`src/rtl/npps_pkg.sv`:
```
package npps_pkg;

	localparam int PAGE_W     = 48;
	localparam int TIME_W     = 48;
	localparam int LAT_W      = 32;
	localparam int OCC_W      = 5;
	localparam int SRV_CFG_W  = 4;
	localparam int CAP_CFG_W  = 5;
	localparam int CFG_IDX_W  = 3;
	localparam int CFG_DATA_W = 32;
	localparam int IN_W       = 48;
	localparam int OUT_W      = 104;

	// configuration register indexes
	localparam logic [CFG_IDX_W-1:0] CFG_PREFETCH_ENABLE = 3'd0;
	localparam logic [CFG_IDX_W-1:0] CFG_COMPUTE_TIME    = 3'd1;
	localparam logic [CFG_IDX_W-1:0] CFG_READ_LATENCY    = 3'd2;
	localparam logic [CFG_IDX_W-1:0] CFG_SERVERS_IN_USE  = 3'd3;
	localparam logic [CFG_IDX_W-1:0] CFG_BUFFER_CAPACITY = 3'd4;

	localparam logic [SRV_CFG_W-1:0] SRV_RESET = 4'd8;
	localparam logic [CAP_CFG_W-1:0] CAP_RESET = 5'd16;

	typedef struct packed {
		logic accept;     // latch page, advance clock by compute time
		logic key_next;   // look up page+1 instead of page
		logic scan_start; // restart the server scan
		logic scan_run;   // step the server scan
		logic rd_calc;    // start the read on the chosen server
		logic evict;      // drop the oldest staged entry
		logic insert;     // stage page+1
		logic hit_take;   // drop the matched entry, fetch its landing time
		logic hit_fin;    // stall until the staged page lands
		logic miss_fin;   // stall until the fresh read lands
		logic out_load;   // load the result register
	} npps_cmd_t;

	typedef struct packed {
		logic pf_en;
		logic match;
		logic scan_done;
		logic need_evict;
		logic out_free;
	} npps_status_t;

endpackage

```
`src/rtl/npps_ctrl.sv`:
```
module npps_ctrl import npps_pkg::*; (
	input  logic         clk,
	input  logic         arst_n,
	input  logic         in_valid,
	output logic         in_ready,
	input  npps_status_t st,
	output npps_cmd_t    cmd
);

	typedef enum logic [8:0] {
		ST_IDLE     = 9'b000000001,
		ST_PF_CHECK = 9'b000000010,
		ST_SCAN     = 9'b000000100,
		ST_RD_CALC  = 9'b000001000,
		ST_PF_STAGE = 9'b000010000,
		ST_DM_LOOK  = 9'b000100000,
		ST_DM_HIT   = 9'b001000000,
		ST_DM_MISS  = 9'b010000000,
		ST_DONE     = 9'b100000000
	} state_t;

	state_t state_q, state_d;
	logic   ctx_pf_q, ctx_pf_d;

	assign in_ready = (state_q == ST_IDLE);

	always_comb begin
		state_d  = state_q;
		ctx_pf_d = ctx_pf_q;
		cmd      = '0;
		unique case (state_q)
			ST_IDLE: begin
				if (in_valid) begin
					cmd.accept = 1'b1;
					state_d    = ST_PF_CHECK;
				end
			end
			ST_PF_CHECK: begin
				cmd.key_next = 1'b1;
				if (st.pf_en && !st.match) begin
					cmd.scan_start = 1'b1;
					ctx_pf_d       = 1'b1;
					state_d        = ST_SCAN;
				end else begin
					state_d = ST_DM_LOOK;
				end
			end
			ST_SCAN: begin
				cmd.scan_run = 1'b1;
				if (st.scan_done) begin
					state_d = ST_RD_CALC;
				end
			end
			ST_RD_CALC: begin
				cmd.rd_calc = 1'b1;
				state_d     = ctx_pf_q ? ST_PF_STAGE : ST_DM_MISS;
			end
			ST_PF_STAGE: begin
				// evict one oldest entry a cycle until a slot opens under the capacity
				if (st.need_evict) begin
					cmd.evict = 1'b1;
				end else begin
					cmd.insert = 1'b1;
					state_d    = ST_DM_LOOK;
				end
			end
			ST_DM_LOOK: begin
				if (st.match) begin
					cmd.hit_take = 1'b1;
					state_d      = ST_DM_HIT;
				end else begin
					cmd.scan_start = 1'b1;
					ctx_pf_d       = 1'b0;
					state_d        = ST_SCAN;
				end
			end
			ST_DM_HIT: begin
				cmd.hit_fin = 1'b1;
				state_d     = ST_DONE;
			end
			ST_DM_MISS: begin
				cmd.miss_fin = 1'b1;
				state_d      = ST_DONE;
			end
			ST_DONE: begin
				if (st.out_free) begin
					cmd.out_load = 1'b1;
					state_d      = ST_IDLE;
				end
			end
			default: begin
				state_d = ST_IDLE;
			end
		endcase
	end

	always_ff @(posedge clk or negedge arst_n) begin
		if (!arst_n) begin
			state_q  <= ST_IDLE;
			ctx_pf_q <= 1'b0;
		end else begin
			state_q  <= state_d;
			ctx_pf_q <= ctx_pf_d;
		end
	end

endmodule

```
`src/rtl/npps_dp.sv`:
```
module npps_dp import npps_pkg::*; #(
	parameter int BUFFER_DEPTH = 16,
	parameter int SERVER_COUNT = 8
) (
	input  logic                  clk,
	input  logic                  arst_n,
	input  logic                  cfg_valid,
	output logic                  cfg_ready,
	input  logic [CFG_IDX_W-1:0]  cfg_index,
	input  logic [CFG_DATA_W-1:0] cfg_data,
	input  logic [IN_W-1:0]       in_data,
	output logic                  out_valid,
	input  logic                  out_ready,
	output logic [OUT_W-1:0]      out_data,
	input  npps_cmd_t             cmd,
	output npps_status_t          st
);

	localparam int IW  = (BUFFER_DEPTH > 1) ? $clog2(BUFFER_DEPTH) : 1;
	localparam int CW  = $clog2(BUFFER_DEPTH + 1);
	localparam int SW  = (SERVER_COUNT > 1) ? $clog2(SERVER_COUNT) : 1;
	localparam int SCW = $clog2(SERVER_COUNT + 1);

	// configuration
	logic                 pf_en_q;
	logic [LAT_W-1:0]     comp_q;
	logic [LAT_W-1:0]     lat_q;
	logic [SRV_CFG_W-1:0] srv_use_q;
	logic [CAP_CFG_W-1:0] cap_q;

	// item context
	logic [PAGE_W-1:0] page_q;
	logic [PAGE_W-1:0] next_q;
	logic [TIME_W-1:0] clk_now_q;
	logic [TIME_W-1:0] stall_q;
	logic [TIME_W-1:0] arr_q;
	logic              hit_q, issued_q, ev_q;
	logic              out_valid_q;
	logic [OUT_W-1:0]  out_data_q;

	// staging buffer
	logic [PAGE_W-1:0] ent_page_q [BUFFER_DEPTH];
	logic [IW-1:0]     ent_rank_q [BUFFER_DEPTH];
	logic [BUFFER_DEPTH-1:0] ent_vld_q;
	logic [CW-1:0]     count_q;
	logic [TIME_W-1:0] arr_mem [BUFFER_DEPTH];
	logic [TIME_W-1:0] arr_rd_q;

	// media servers
	logic [TIME_W-1:0] srv_mem [SERVER_COUNT];
	logic [SERVER_COUNT-1:0] srv_vld_q;
	logic [TIME_W-1:0] srv_rd_q;
	logic              srv_rd_vld_q;
	logic [SCW-1:0]    scan_q;
	logic              pend_q;
	logic [SW-1:0]     pend_idx_q;
	logic [TIME_W-1:0] best_q;
	logic [SW-1:0]     best_idx_q;

	logic [PAGE_W-1:0] key;
	logic              match_found;
	logic [IW-1:0]     match_idx;
	logic [IW-1:0]     old_idx;
	logic [IW-1:0]     free_idx;
	logic              drop_en;
	logic [IW-1:0]     drop_idx;
	logic [IW-1:0]     drop_rank;
	logic [CW-1:0]     cap_eff;
	logic [SCW-1:0]    n_eff;
	logic [8:0]        cap_ext;
	logic [6:0]        srv_ext;
	logic [TIME_W-1:0] srv_val;
	logic [TIME_W-1:0] rd_start;
	logic [TIME_W-1:0] rd_done;
	logic              scan_issue;

	assign cfg_ready = 1'b1;

	always_ff @(posedge clk or negedge arst_n) begin
		if (!arst_n) begin
			pf_en_q   <= 1'b0;
			comp_q    <= '0;
			lat_q     <= '0;
			srv_use_q <= SRV_RESET;
			cap_q     <= CAP_RESET;
		end else if (cfg_valid) begin
			unique case (cfg_index)
				CFG_PREFETCH_ENABLE: pf_en_q   <= cfg_data[0];
				CFG_COMPUTE_TIME:    comp_q    <= cfg_data;
				CFG_READ_LATENCY:    lat_q     <= cfg_data;
				CFG_SERVERS_IN_USE:  srv_use_q <= cfg_data[SRV_CFG_W-1:0];
				CFG_BUFFER_CAPACITY: cap_q     <= cfg_data[CAP_CFG_W-1:0];
				default: ;
			endcase
		end
	end

	// clamp the register values to between one and the built sizes
	always_comb begin
		cap_ext = {4'b0, cap_q};
		srv_ext = {3'b0, srv_use_q};
		if (cap_ext == 9'd0) begin
			cap_eff = CW'(1);
		end else if (cap_ext > 9'(BUFFER_DEPTH)) begin
			cap_eff = CW'(BUFFER_DEPTH);
		end else begin
			cap_eff = CW'(cap_ext);
		end
		if (srv_ext == 7'd0) begin
			n_eff = SCW'(1);
		end else if (srv_ext > 7'(SERVER_COUNT)) begin
			n_eff = SCW'(SERVER_COUNT);
		end else begin
			n_eff = SCW'(srv_ext);
		end
	end

	// associative lookup, oldest and free slot, lowest index first
	assign key = cmd.key_next ? next_q : page_q;

	always_comb begin
		match_found = 1'b0;
		match_idx   = '0;
		old_idx     = '0;
		free_idx    = '0;
		for (int i = BUFFER_DEPTH - 1; i >= 0; i--) begin
			if (ent_vld_q[i] && ent_page_q[i] == key) begin
				match_found = 1'b1;
				match_idx   = IW'(i);
			end
			if (ent_vld_q[i] && ent_rank_q[i] == '0) begin
				old_idx = IW'(i);
			end
			if (!ent_vld_q[i]) begin
				free_idx = IW'(i);
			end
		end
	end

	assign drop_en   = cmd.evict || cmd.hit_take;
	assign drop_idx  = cmd.evict ? old_idx : match_idx;
	assign drop_rank = ent_rank_q[drop_idx];

	always_ff @(posedge clk or negedge arst_n) begin
		if (!arst_n) begin
			ent_vld_q <= '0;
			count_q   <= '0;
			for (int i = 0; i < BUFFER_DEPTH; i++) begin
				ent_rank_q[i] <= '0;
			end
		end else begin
			for (int i = 0; i < BUFFER_DEPTH; i++) begin
				if (cmd.insert && free_idx == IW'(i)) begin
					ent_vld_q[i]  <= 1'b1;
					ent_rank_q[i] <= count_q[IW-1:0];
				end else if (drop_en && drop_idx == IW'(i)) begin
					ent_vld_q[i]  <= 1'b0;
					ent_rank_q[i] <= '0;
				end else if (drop_en && ent_vld_q[i] && ent_rank_q[i] > drop_rank) begin
					ent_rank_q[i] <= ent_rank_q[i] - IW'(1);
				end
			end
			if (cmd.insert) begin
				count_q <= count_q + CW'(1);
			end else if (drop_en) begin
				count_q <= count_q - CW'(1);
			end
		end
	end

	always_ff @(posedge clk) begin
		if (cmd.insert) begin
			ent_page_q[free_idx] <= next_q;
		end
	end

	always_ff @(posedge clk) begin
		if (cmd.insert) begin
			arr_mem[free_idx] <= arr_q;
		end
		arr_rd_q <= arr_mem[match_idx];
	end

	// server free times: one read a cycle during the scan, one write per read
	assign scan_issue = cmd.scan_run && (scan_q < n_eff);

	always_ff @(posedge clk) begin
		if (cmd.rd_calc) begin
			srv_mem[best_idx_q] <= rd_done;
		end
		srv_rd_q <= srv_mem[scan_q[SW-1:0]];
	end

	always_ff @(posedge clk or negedge arst_n) begin
		if (!arst_n) begin
			srv_vld_q    <= '0;
			srv_rd_vld_q <= 1'b0;
		end else begin
			if (cmd.rd_calc) begin
				srv_vld_q[best_idx_q] <= 1'b1;
			end
			srv_rd_vld_q <= srv_vld_q[scan_q[SW-1:0]];
		end
	end

	assign srv_val  = srv_rd_vld_q ? srv_rd_q : '0;
	assign rd_start = (best_q > clk_now_q) ? best_q : clk_now_q;
	assign rd_done  = rd_start + {16'b0, lat_q};

	always_ff @(posedge clk or negedge arst_n) begin
		if (!arst_n) begin
			scan_q     <= '0;
			pend_q     <= 1'b0;
			pend_idx_q <= '0;
			best_idx_q <= '0;
		end else if (cmd.scan_start) begin
			scan_q <= '0;
			pend_q <= 1'b0;
		end else if (cmd.scan_run) begin
			pend_q     <= scan_issue;
			pend_idx_q <= scan_q[SW-1:0];
			if (scan_issue) begin
				scan_q <= scan_q + SCW'(1);
			end
			if (pend_q && (pend_idx_q == '0 || srv_val < best_q)) begin
				best_idx_q <= pend_idx_q;
			end
		end
	end

	always_ff @(posedge clk) begin
		if (cmd.scan_run && pend_q && (pend_idx_q == '0 || srv_val < best_q)) begin
			best_q <= srv_val;
		end
		if (cmd.accept) begin
			page_q <= in_data[PAGE_W-1:0];
			next_q <= in_data[PAGE_W-1:0] + PAGE_W'(1);
		end
		if (cmd.rd_calc) begin
			arr_q <= rd_done;
		end
	end

	// running clock and per-item flags
	always_ff @(posedge clk or negedge arst_n) begin
		if (!arst_n) begin
			clk_now_q <= '0;
			stall_q   <= '0;
			hit_q     <= 1'b0;
			issued_q  <= 1'b0;
			ev_q      <= 1'b0;
		end else begin
			if (cmd.accept) begin
				clk_now_q <= clk_now_q + {16'b0, comp_q};
				stall_q   <= '0;
				hit_q     <= 1'b0;
				issued_q  <= 1'b0;
				ev_q      <= 1'b0;
			end
			if (cmd.evict) begin
				ev_q <= 1'b1;
			end
			if (cmd.insert) begin
				issued_q <= 1'b1;
			end
			if (cmd.hit_take) begin
				hit_q <= 1'b1;
			end
			if (cmd.hit_fin && arr_rd_q > clk_now_q) begin
				stall_q   <= arr_rd_q - clk_now_q;
				clk_now_q <= arr_rd_q;
			end
			if (cmd.miss_fin) begin
				stall_q   <= arr_q - clk_now_q;
				clk_now_q <= arr_q;
			end
		end
	end

	// result register: holds until the request is taken
	always_ff @(posedge clk or negedge arst_n) begin
		if (!arst_n) begin
			out_valid_q <= 1'b0;
		end else if (cmd.out_load) begin
			out_valid_q <= 1'b1;
		end else if (out_ready) begin
			out_valid_q <= 1'b0;
		end
	end

	always_ff @(posedge clk) begin
		if (cmd.out_load) begin
			out_data_q <= {OCC_W'(count_q), clk_now_q, stall_q, ev_q, issued_q, hit_q};
		end
	end

	assign out_valid = out_valid_q;
	assign out_data  = out_data_q;

	assign st.pf_en      = pf_en_q;
	assign st.match      = match_found;
	assign st.scan_done  = (scan_q == n_eff) && !pend_q;
	assign st.need_evict = (count_q >= cap_eff);
	assign st.out_free   = !out_valid_q || out_ready;

	a_count_tracks_valid: assert property (@(posedge clk) disable iff (!arst_n)
		$countones(ent_vld_q) == 32'(count_q))
		else $error("fill count disagrees with valid bits");

	a_insert_under_cap: assert property (@(posedge clk) disable iff (!arst_n)
		cmd.insert |-> (count_q < cap_eff))
		else $error("staging above capacity");

	a_hit_needs_match: assert property (@(posedge clk) disable iff (!arst_n)
		cmd.hit_take |-> match_found)
		else $error("hit taken without a matching entry");

	a_no_result_overwrite: assert property (@(posedge clk) disable iff (!arst_n)
		cmd.out_load |-> (!out_valid_q || out_ready))
		else $error("result register overwritten");

endmodule

```
`src/rtl/next_page_prefetch_staging_timer.sv`:
```
// channel   direction  handshake                     payload
// s_axis    in         s_axis_tvalid/s_axis_tready   tdata: page
// m_axis    out        m_axis_tvalid/m_axis_tready   tdata: hit .. occupancy
// cfg       in         cfg_valid/cfg_ready           cfg_index, cfg_data
//
// One item at a time: a demand hit with no media read passes ST_IDLE, ST_PF_CHECK,
// ST_DM_LOOK, ST_DM_HIT and ST_DONE. Each media read adds ST_SCAN, which steps the
// server free-time memory at one entry per cycle over servers_in_use entries, and
// ST_RD_CALC; each eviction adds a step in ST_PF_STAGE. A stalled result register holds the next item in ST_DONE only.
// arst_n clears the clock and the server and staging valid bits, and returns the configuration to its reset values.
module next_page_prefetch_staging_timer import npps_pkg::*; #(
	parameter int BUFFER_DEPTH = 16,
	parameter int SERVER_COUNT = 8
) (
	input  logic                  clk,
	input  logic                  arst_n,
	input  logic                  s_axis_tvalid,
	output logic                  s_axis_tready,
	input  logic [IN_W-1:0]       s_axis_tdata,  // [47:0] page
	output logic                  m_axis_tvalid,
	input  logic                  m_axis_tready,
	// [0] hit, [1] pf_issued, [2] evicted, [50:3] stall_time,
	// [98:51] clock_now, [103:99] occupancy
	output logic [OUT_W-1:0]      m_axis_tdata,
	input  logic                  cfg_valid,
	output logic                  cfg_ready,
	input  logic [CFG_IDX_W-1:0]  cfg_index,
	input  logic [CFG_DATA_W-1:0] cfg_data
);

	npps_cmd_t    cmd;
	npps_status_t st;

	npps_ctrl u_ctrl (
		.clk      (clk),
		.arst_n   (arst_n),
		.in_valid (s_axis_tvalid),
		.in_ready (s_axis_tready),
		.st       (st),
		.cmd      (cmd)
	);

	npps_dp #(
		.BUFFER_DEPTH (BUFFER_DEPTH),
		.SERVER_COUNT (SERVER_COUNT)
	) u_dp (
		.clk       (clk),
		.arst_n    (arst_n),
		.cfg_valid (cfg_valid),
		.cfg_ready (cfg_ready),
		.cfg_index (cfg_index),
		.cfg_data  (cfg_data),
		.in_data   (s_axis_tdata),
		.out_valid (m_axis_tvalid),
		.out_ready (m_axis_tready),
		.out_data  (m_axis_tdata),
		.cmd       (cmd),
		.st        (st)
	);

endmodule
```
`config.mk`:
```
export PLATFORM = sky130hd
export DESIGN_NAME = next_page_prefetch_staging_timer
export DESIGN_NICKNAME = d
export VERILOG_FILES = /design/src/rtl/npps_pkg.sv /design/src/rtl/npps_ctrl.sv /design/src/rtl/npps_dp.sv /design/src/rtl/next_page_prefetch_staging_timer.sv
export SDC_FILE = /design/constraint.sdc
export NUM_CORES = 2
export LEC_CHECK = 0
export ABC_AREA = 1
export BUFFER_PORTS_ARGS = -buffer_cell sky130_fd_sc_hd__clkbuf_2
export CELL_PAD_IN_SITES_DETAIL_PLACEMENT = 1
export CELL_PAD_IN_SITES_GLOBAL_PLACEMENT = 1
export CORE_UTILIZATION = 55
export DETAILED_ROUTE_END_ITERATION = 6
export HOLD_SLACK_MARGIN = 0.08
export PLACE_DENSITY_LB_ADDON = 0.1
export SETUP_SLACK_MARGIN = 0.05
export SYNTH_ARGS = -nofsm -noshare
export SYNTH_HDL_FRONTEND = slang
export SYNTH_SLANG_ARGS = --single-unit
```
`constraint.sdc`:
```
create_clock -name clk -period 18.3 [get_ports clk]
set_input_delay 0.915 -clock clk [delete_from_list [all_inputs] [get_ports clk]]
set_output_delay 0.915 -clock clk [all_outputs]
set_load 0.05 [all_outputs]
```
Yosys cells after proc, flatten, opt, wreduce, memory -nomap -nowiden

Memory sizes are Yosys's and may differ from the RTL's. A register that Yosys moved wholly into a read port is not among the register bits.
Index checks and enable logic that the tools add are counted.

Add/sub/neg operators: 24
Order comparisons: 27
Eq/ne operators: 66
Muxes and demuxes: 210
Bitwise logic cells: 3
Reductions and logical operators: 184

Operator list:

| kind                                                                   | number |
|---|---|
| 48-bit equality test                                                   | 16 |
| 48-bit two-way mux                                                     | 9 |
| 4-bit two-way mux                                                      | 104 |
| 1-bit logical AND                                                      | 104 |
| 48-bit by 32-bit adder with 48-bit output                              | 2 |
| 48-bit greater-than comparator                                         | 2 |
| 48-bit subtractor                                                      | 2 |
| 1-bit two-way mux                                                      | 79 |
| 4-bit logical NOT                                                      | 19 |
| 9-bit one-hot mux with 8 select lines                                  | 1 |
| 4-bit equality test (second input constant)                            | 16 |
| 4-bit greater-than comparator                                          | 16 |
| 4-bit by 1-bit subtractor with 4-bit output (second input constant)    | 16 |
| 3-bit nonzero test                                                     | 17 |
| 48-bit by 1-bit adder with 48-bit output (second input constant)       | 1 |
| 48-bit < comparator                                                    | 1 |
| 2-bit nonzero test                                                     | 24 |
| 9-bit two-way mux                                                      | 4 |
| 4-bit by 3-bit equality test with 1-bit output (second input constant) | 8 |
| 5-bit two-way mux                                                      | 4 |
| 4-bit binary-select mux with 4-bit select                              | 1 |
| 4-bit by 2-bit equality test with 1-bit output (second input constant) | 4 |
| 2-bit AND reduction                                                    | 7 |
| 2-bit inequality test (second input constant)                          | 5 |
| 42 further kinds                                                       | 52 |

Flip-flop bits (word level): 585
Memory bits (writable): 1920
Input port bits: 88
Output and inout port bits: 107
Logic and storage cells: 574
Memories kept: 3

Memory list:

| memory          | depth | width | read ports | clocked after memory_dff | write ports | RTL line      | source |
|---|---|---|---|---|---|---|---|
| u_dp.arr_mem    | 16    | 48    | 1          | 1                        | 1           | npps_dp.sv:46 | `logic [TIME_W-1:0] arr_mem [BUFFER_DEPTH];` |
| u_dp.ent_page_q | 16    | 48    | 16         | 0                        | 1           | npps_dp.sv:42 | `logic [PAGE_W-1:0] ent_page_q [BUFFER_DEPTH];` |
| u_dp.srv_mem    | 8     | 48    | 1          | 1                        | 1           | npps_dp.sv:50 | `logic [TIME_W-1:0] srv_mem [SERVER_COUNT];` |

Depth between registers and ports, before layout

Depth after elaboration: 31
Gate-level depth with buffers: 52

Hierarchy

Synthesis repeated with hierarchy kept, for this count alone.

Cells, all modules: 11639
Area, all modules: 121708.0 sq um

By module, submodules not included:

| module    | times used | cells an instance | area each (sq um) | sequential area each (sq um) |
|---|---|---|---|---|
| npps_dp   | 1          | 11515             | 120932.2          | 75449.9 |
| npps_ctrl | 1          | 124               | 775.7             | 251.5 |

Worst setup path before layout

Ideal clock, no wire load.

Path kind: register to register
Start point: register u_ctrl.state_q[5]
End point: memory u_dp.srv_mem[0][0] (enable)
Library setup time: 454 ps
Arrival time: 8950 ps
Required time: 17846 ps
Setup slack: 8896 ps
Cell stages (with the launch flop): 9
Buffers on the path: 1
Clock period less this slack: 9404 ps
Cell sequence: dfrtp_1 nor2_2 inv_2 nor2_4 buf_2 inv_1 nor4_1 nand2_1 nor2_1

Longest elaborated chain between the ends: 4

Ends and longest elaborated chain:

| what                                           | RTL line         | source |
|---|---|---|
| start: declaration                             | npps_ctrl.sv:22  | `state_t state_q, state_d;` |
| start signal: assignment                       | npps_ctrl.sv:102 | `state_q <= state_d;` |
| 9-bit by 4-bit equality test with 1-bit output | npps_ctrl.sv:31  | `unique case (state_q)` |
| 1-bit two-way mux                              | npps_ctrl.sv:31  |  |
| 1-bit two-way mux                              | npps_dp.sv:188   | `if (cmd.rd_calc) begin` |
| 1-bit two-way mux (implied by the code)        | npps_dp.sv:189   | `srv_mem[best_idx_q] <= rd_done;` |
| end: declaration                               | npps_dp.sv:50    |  |

Every way passes these cells.

Final worst setup path

Start point: register u_ctrl.state_q[8]
End point: register u_dp.ent_rank_q[37] (netlist bit)

Longest elaborated chain between the ends: 29
Elaborated cells on any way between the ends: 87
Classes of those cells: 1 x order compare; 20 x eq/ne; 43 x mux; 1 x bitwise; 22 x reduce/logical

Ends and longest elaborated chain:

| what                                                  | RTL line        | source |
|---|---|---|
| 9-bit by 2-bit equality test with 1-bit output        | npps_ctrl.sv:31 |  |
| 1-bit two-way mux                                     | npps_ctrl.sv:31 |  |
| 48-bit two-way mux                                    | npps_dp.sv:119  | `assign key = cmd.key_next ? next_q : page_q;` |
| 48-bit equality test                                  | npps_dp.sv:127  | `if (ent_vld_q[i] && ent_page_q[i] == key) begin` |
| 1-bit logical AND                                     | npps_dp.sv:127  |  |
| 4-bit two-way mux (16 in series)                      | npps_dp.sv:127  |  |
| 4-bit two-way mux                                     | npps_dp.sv:141  | `assign drop_idx = cmd.evict ? old_idx : match_idx;` |
| 4-bit NOT with 5-bit output (implied by the code)     | npps_dp.sv:142  | `assign drop_rank = ent_rank_q[drop_idx];` |
| 4-bit binary-select mux with 4-bit select             | npps_dp.sv:142  |  |
| 4-bit two-way mux (implied by the code) (2 in series) | npps_dp.sv:142  |  |
| 4-bit greater-than comparator                         | npps_dp.sv:159  | `end else if (drop_en && ent_vld_q[i] && ent_rank_q[i] > drop_rank) begin` |
| 1-bit logical AND                                     | npps_dp.sv:159  |  |
| 3-bit nonzero test (no line)                          | --              |  |
| end signal: indexed assignment                        | npps_dp.sv:155  | `ent_rank_q[i] <= count_q[IW-1:0];` |
| end signal: indexed assignment                        | npps_dp.sv:160  | `ent_rank_q[i] <= ent_rank_q[i] - IW'(1);` |
| end: declaration                                      | npps_dp.sv:43   | `logic [IW-1:0] ent_rank_q [BUFFER_DEPTH];` |

Parallel ways exist; a longest one is shown, timed or not. The select of a mux whose other input is x is not followed.
A chain may end at the register's enable or synchronous reset.

==> results.md <==
- Status: finished with violations
- Failing checks: design-rule violations
- Worst Path Max Fanout: 67
- Post-Synthesis Cells: 11700
- Worst hold slack: approximately 0.17 ns
- Internal: 11500 uW
- Sequential Power Share: 40.0%
- Netlist cell types: between 60 and 70
- Period utilization: a little under three fifths
- Sequential cell area fraction in the yosys report: 62.2%
- H-tree levels: 5
- Footprint of the multi-input gates: approximately 41000 sq um
- Async SR Flop Fraction: between 10% and 20%
- Kind of critical path: flop to flop
- Final Critical Period: roughly 10 ns
- Core Region: around 220000 sq um
- Crit. End Element: flop
- Setup TNS: 0 ns
- Worst Path Buf+Inv: 5
- Syn Nets: about 12000
- First-pass GRT wire length: ~700000 um
- Cts bufs inserted: between 200 and 300
- Global route total overflow: 0
- CTS tree: built
- Cell family with most CP delay: simple AND/OR/NAND/NOR gates
- Die Y-Extent: about 470 um
- Post-synth top area cell: edfxtp_1
- Dominant cell by count in the synthesized netlist: nand2_1
- GRT met2 Usage: between 60% and 70%
- Final setup violation count: 0
- DIE WIDTH: approximately 470 um
- Row cnt: 172
- Clock-pin slew of the registers on the worst-case setup and hold paths: 0.06 ns
- Ranking of synthesized cells by area: edfxtp_1 (55%), nand2_1 (9.3%), dfrtp_1 (5.9%)
- Post_cts resized: 0
- Share of cells above drive strength 1: roughly 8.1%
- Pwr dens: around 130 nW/um^2
- Antenna Violating Nets Remaining: 0
- Sw frac: between 30% and 40%
- Drt pass-1 iters: 7
- Vias in the first global route: between 100k and 150k
- Tightest Pin Transition: 1.35 ns
- Clock power frac: ~32%
- Top-level I/O count: 195
- MaxCap Viol Count: 0
- Port Buffers: roughly 190
- CP max-delay cell: nand2_1
- Antenna violations before repair: 40
- Switching Power: 6570 uW
- Drt wl/cell: roughly 32 um
- Gpl congestion: approximately 1
- Commonest cells post-synth: nand2_1 (3029), edfxtp_1 (2216), inv_1 (893)
- Largest net degree at the start of global routing: 199
- Layout area overhead: 11.3%
- Mean Syn Cell Area: around 10 sq um
- Total number of vias: slightly below 100k
- Final Routed Wirelength: approximately 480000 um
- Logic gate share of total power: between 20% and 30%
- Critical Path Start Type: flop
- Clock Skew: roughly 0.075 ns
- Critical Path RT: roughly 19 ns
- Total GRT Usage: a little over two fifths
- Final Max Tran Viols: 0
- #FFs+latches synth: roughly 2600
- DP Wirelength: 306000 um
- Post-synth EDFFs: between 2000 and 2500
- Starting density of the core: 55.4%
- Met1 Resource Use GR: 57.2%
- Clock Tree Buf Depth: 4
- RSZ-0062 raised after global routing: false
- Mapped Area: ~120000 sq um
- Final hold viol count: 0
- Initial DRC count: about 14000
- Post-synth top area share: a little over half
- Insertion delay to the later sink of the worst-skew pair: between 0.9 and 1 ns
- Busiest grt layer: met2
- CP most frequent cell: nand2_1
- Leakage: around 0.054 uW
- # fillers: about 23000
- Worst vdd ir: roughly 0.00013 V
- Worst path arrival time: about 11 ns
- Total Nets Final: 12400
- Die area: 223000 sq um
- Storage element area: between 70000 and 80000 sq um
- Slew headroom: 10.3%
- DRC: 1
- Hold crit path type: input pin to flop
- Max incr delay on CP: between 0.6 and 0.7 ns
- Yosys warns: 0
- Highest Clock Rate: between 90 and 100 MHz
- Root Driver: clkbuf_16
- Top_reg_cell synth: edfxtp_1
- Clk sinks: ~2600
- Grt met3 use: between 10% and 20%
- Avg Vias per Cell: approximately 6.5
[area by class of cell]
| class | instances | area share (%) |
|---|---|---|
| multi-input cells | 7681 | 30.1 |
| repair buffers | 401 | 1.93 |
| inverters | 933 | 2.60 |
| clock inverters | 118 | 0.786 |
| well taps | 2958 | 2.73 |
| diodes | 24 | 0.0443 |
| clock buffers | 389 | 5.95 |
| flip-flops and latches | 2601 | 55.9 |
[power by group through the flow]
stage / Combinational, uW / Sequential, uW / Clock (uW)
after floorplan: 2780 / 7210 / 0
after global placement: 4540 / 7300 / 0
after detailed placement: 4740 / 7320 / 0
after CTS: 4820 / 7200 / 5780
after global routing: 5240 / 7220 / 5960
final: 5080 / 7220 / 5770
[path summary, 6_finish.rpt]
kind / startpoint / end / slack [ns] / cells after the start
min in group asynchronous: arst_n / u_dp.ent_rank_q[10] / 0.60 / 2
setup / recovery: u_ctrl.state_q[8] / u_dp.ent_rank_q[37] / 8.11 / 44
hold reg to reg: u_dp.stall_q[10] / u_dp.out_data[13] / 0.44 / 0
hold / removal: s_axis_tdata[4] / u_dp.page_q[4] / 0.17 / 1
max in group asynchronous: arst_n / u_dp.clk_now_q[32] / 15.36 / 4
setup reg to reg: u_ctrl.state_q[8] / u_dp.ent_rank_q[37] / 8.11 / 44
[sequential cells by signal (all words and copies together) (netlist names), 64 cells and up]
signal           flops
u_dp.arr_mem       768
u_dp.ent_page_q    768
u_dp.ent_rank_q     64
u_dp.out_data      104
u_dp.srv_mem       384
[through the flow]
step | instances | cell area (sq um) | util [%] | setup slack, ns | power (uW)
global route | 15100 | 135000 | 61.6 | 7.70 | 18400
global placement | 14600 | 126000 | 57.5 | 8.95 | 11800
finish | 15100 | 135000 | 61.6 | 8.11 | 18100
detailed placement | 14600 | 126000 | 57.5 | 8.73 | 12100
CTS | 15100 | 135000 | 61.6 | 8.60 | 17800
floorplan | 11700 | 122000 | - | 8.90 | 9990
[cells in the final DEF (no fill, tap or decap), types with 30 or more instances in the layout]
cell,n
nand2_1,3025
edfxtp_1,2216
inv_1,888
nor2_1,842
nand3_1,760
o21ai_0,606
xor2_1,441
a21oi_1,407
ha_1,364
clkbuf_16,302
dfrtp_1,283
buf_4,201
o211ai_1,193
clkbuf_2,192
nand4_1,155
o22ai_1,152
a31oi_1,109
dfxtp_1,96
xnor2_1,92
nor3_1,71
clkbuf_1,70
clkinv_1,53
nor4_1,50
nand2_2,46
a221oi_1,44
a211oi_1,39
clkinv_2,37
o2111ai_1,35
o21ai_1,35
nor2_4,32
inv_2,30
[layer usage]
metal | vias to the layer above | part of all wire (%) | wire [um]
met5 | - | 0.035 | 170
met4 | 18 | 5.5 | 26400
met3 | 1498 | 13 | 61000
met2 | 6552 | 44 | 210000
met1 | 49200 | 38 | 183000
li1 | 40900 | - | -
[timing repair]
item                                   4_1_cts  5_1_grt
setup buffers                                0        0
endpoints found under the hold margin       22        0
hold buffers                                 1        0
[cell families after synthesis]
| logic type | after synthesis | synth area share [%] |
|---|---|---|
| flops | 2601 | 62.2 |
| other cells | 1 | 0.00308 |
| simple gates | 5051 | 17.2 |
| buf+inv | 1389 | 4.56 |
| mux | 1 | 0.00925 |
| compound gates | 1726 | 8.37 |
| xor+xnor | 533 | 3.84 |
| fa+ha+maj | 369 | 3.83 |
Note: power is estimated with default switching activity, not from simulation.
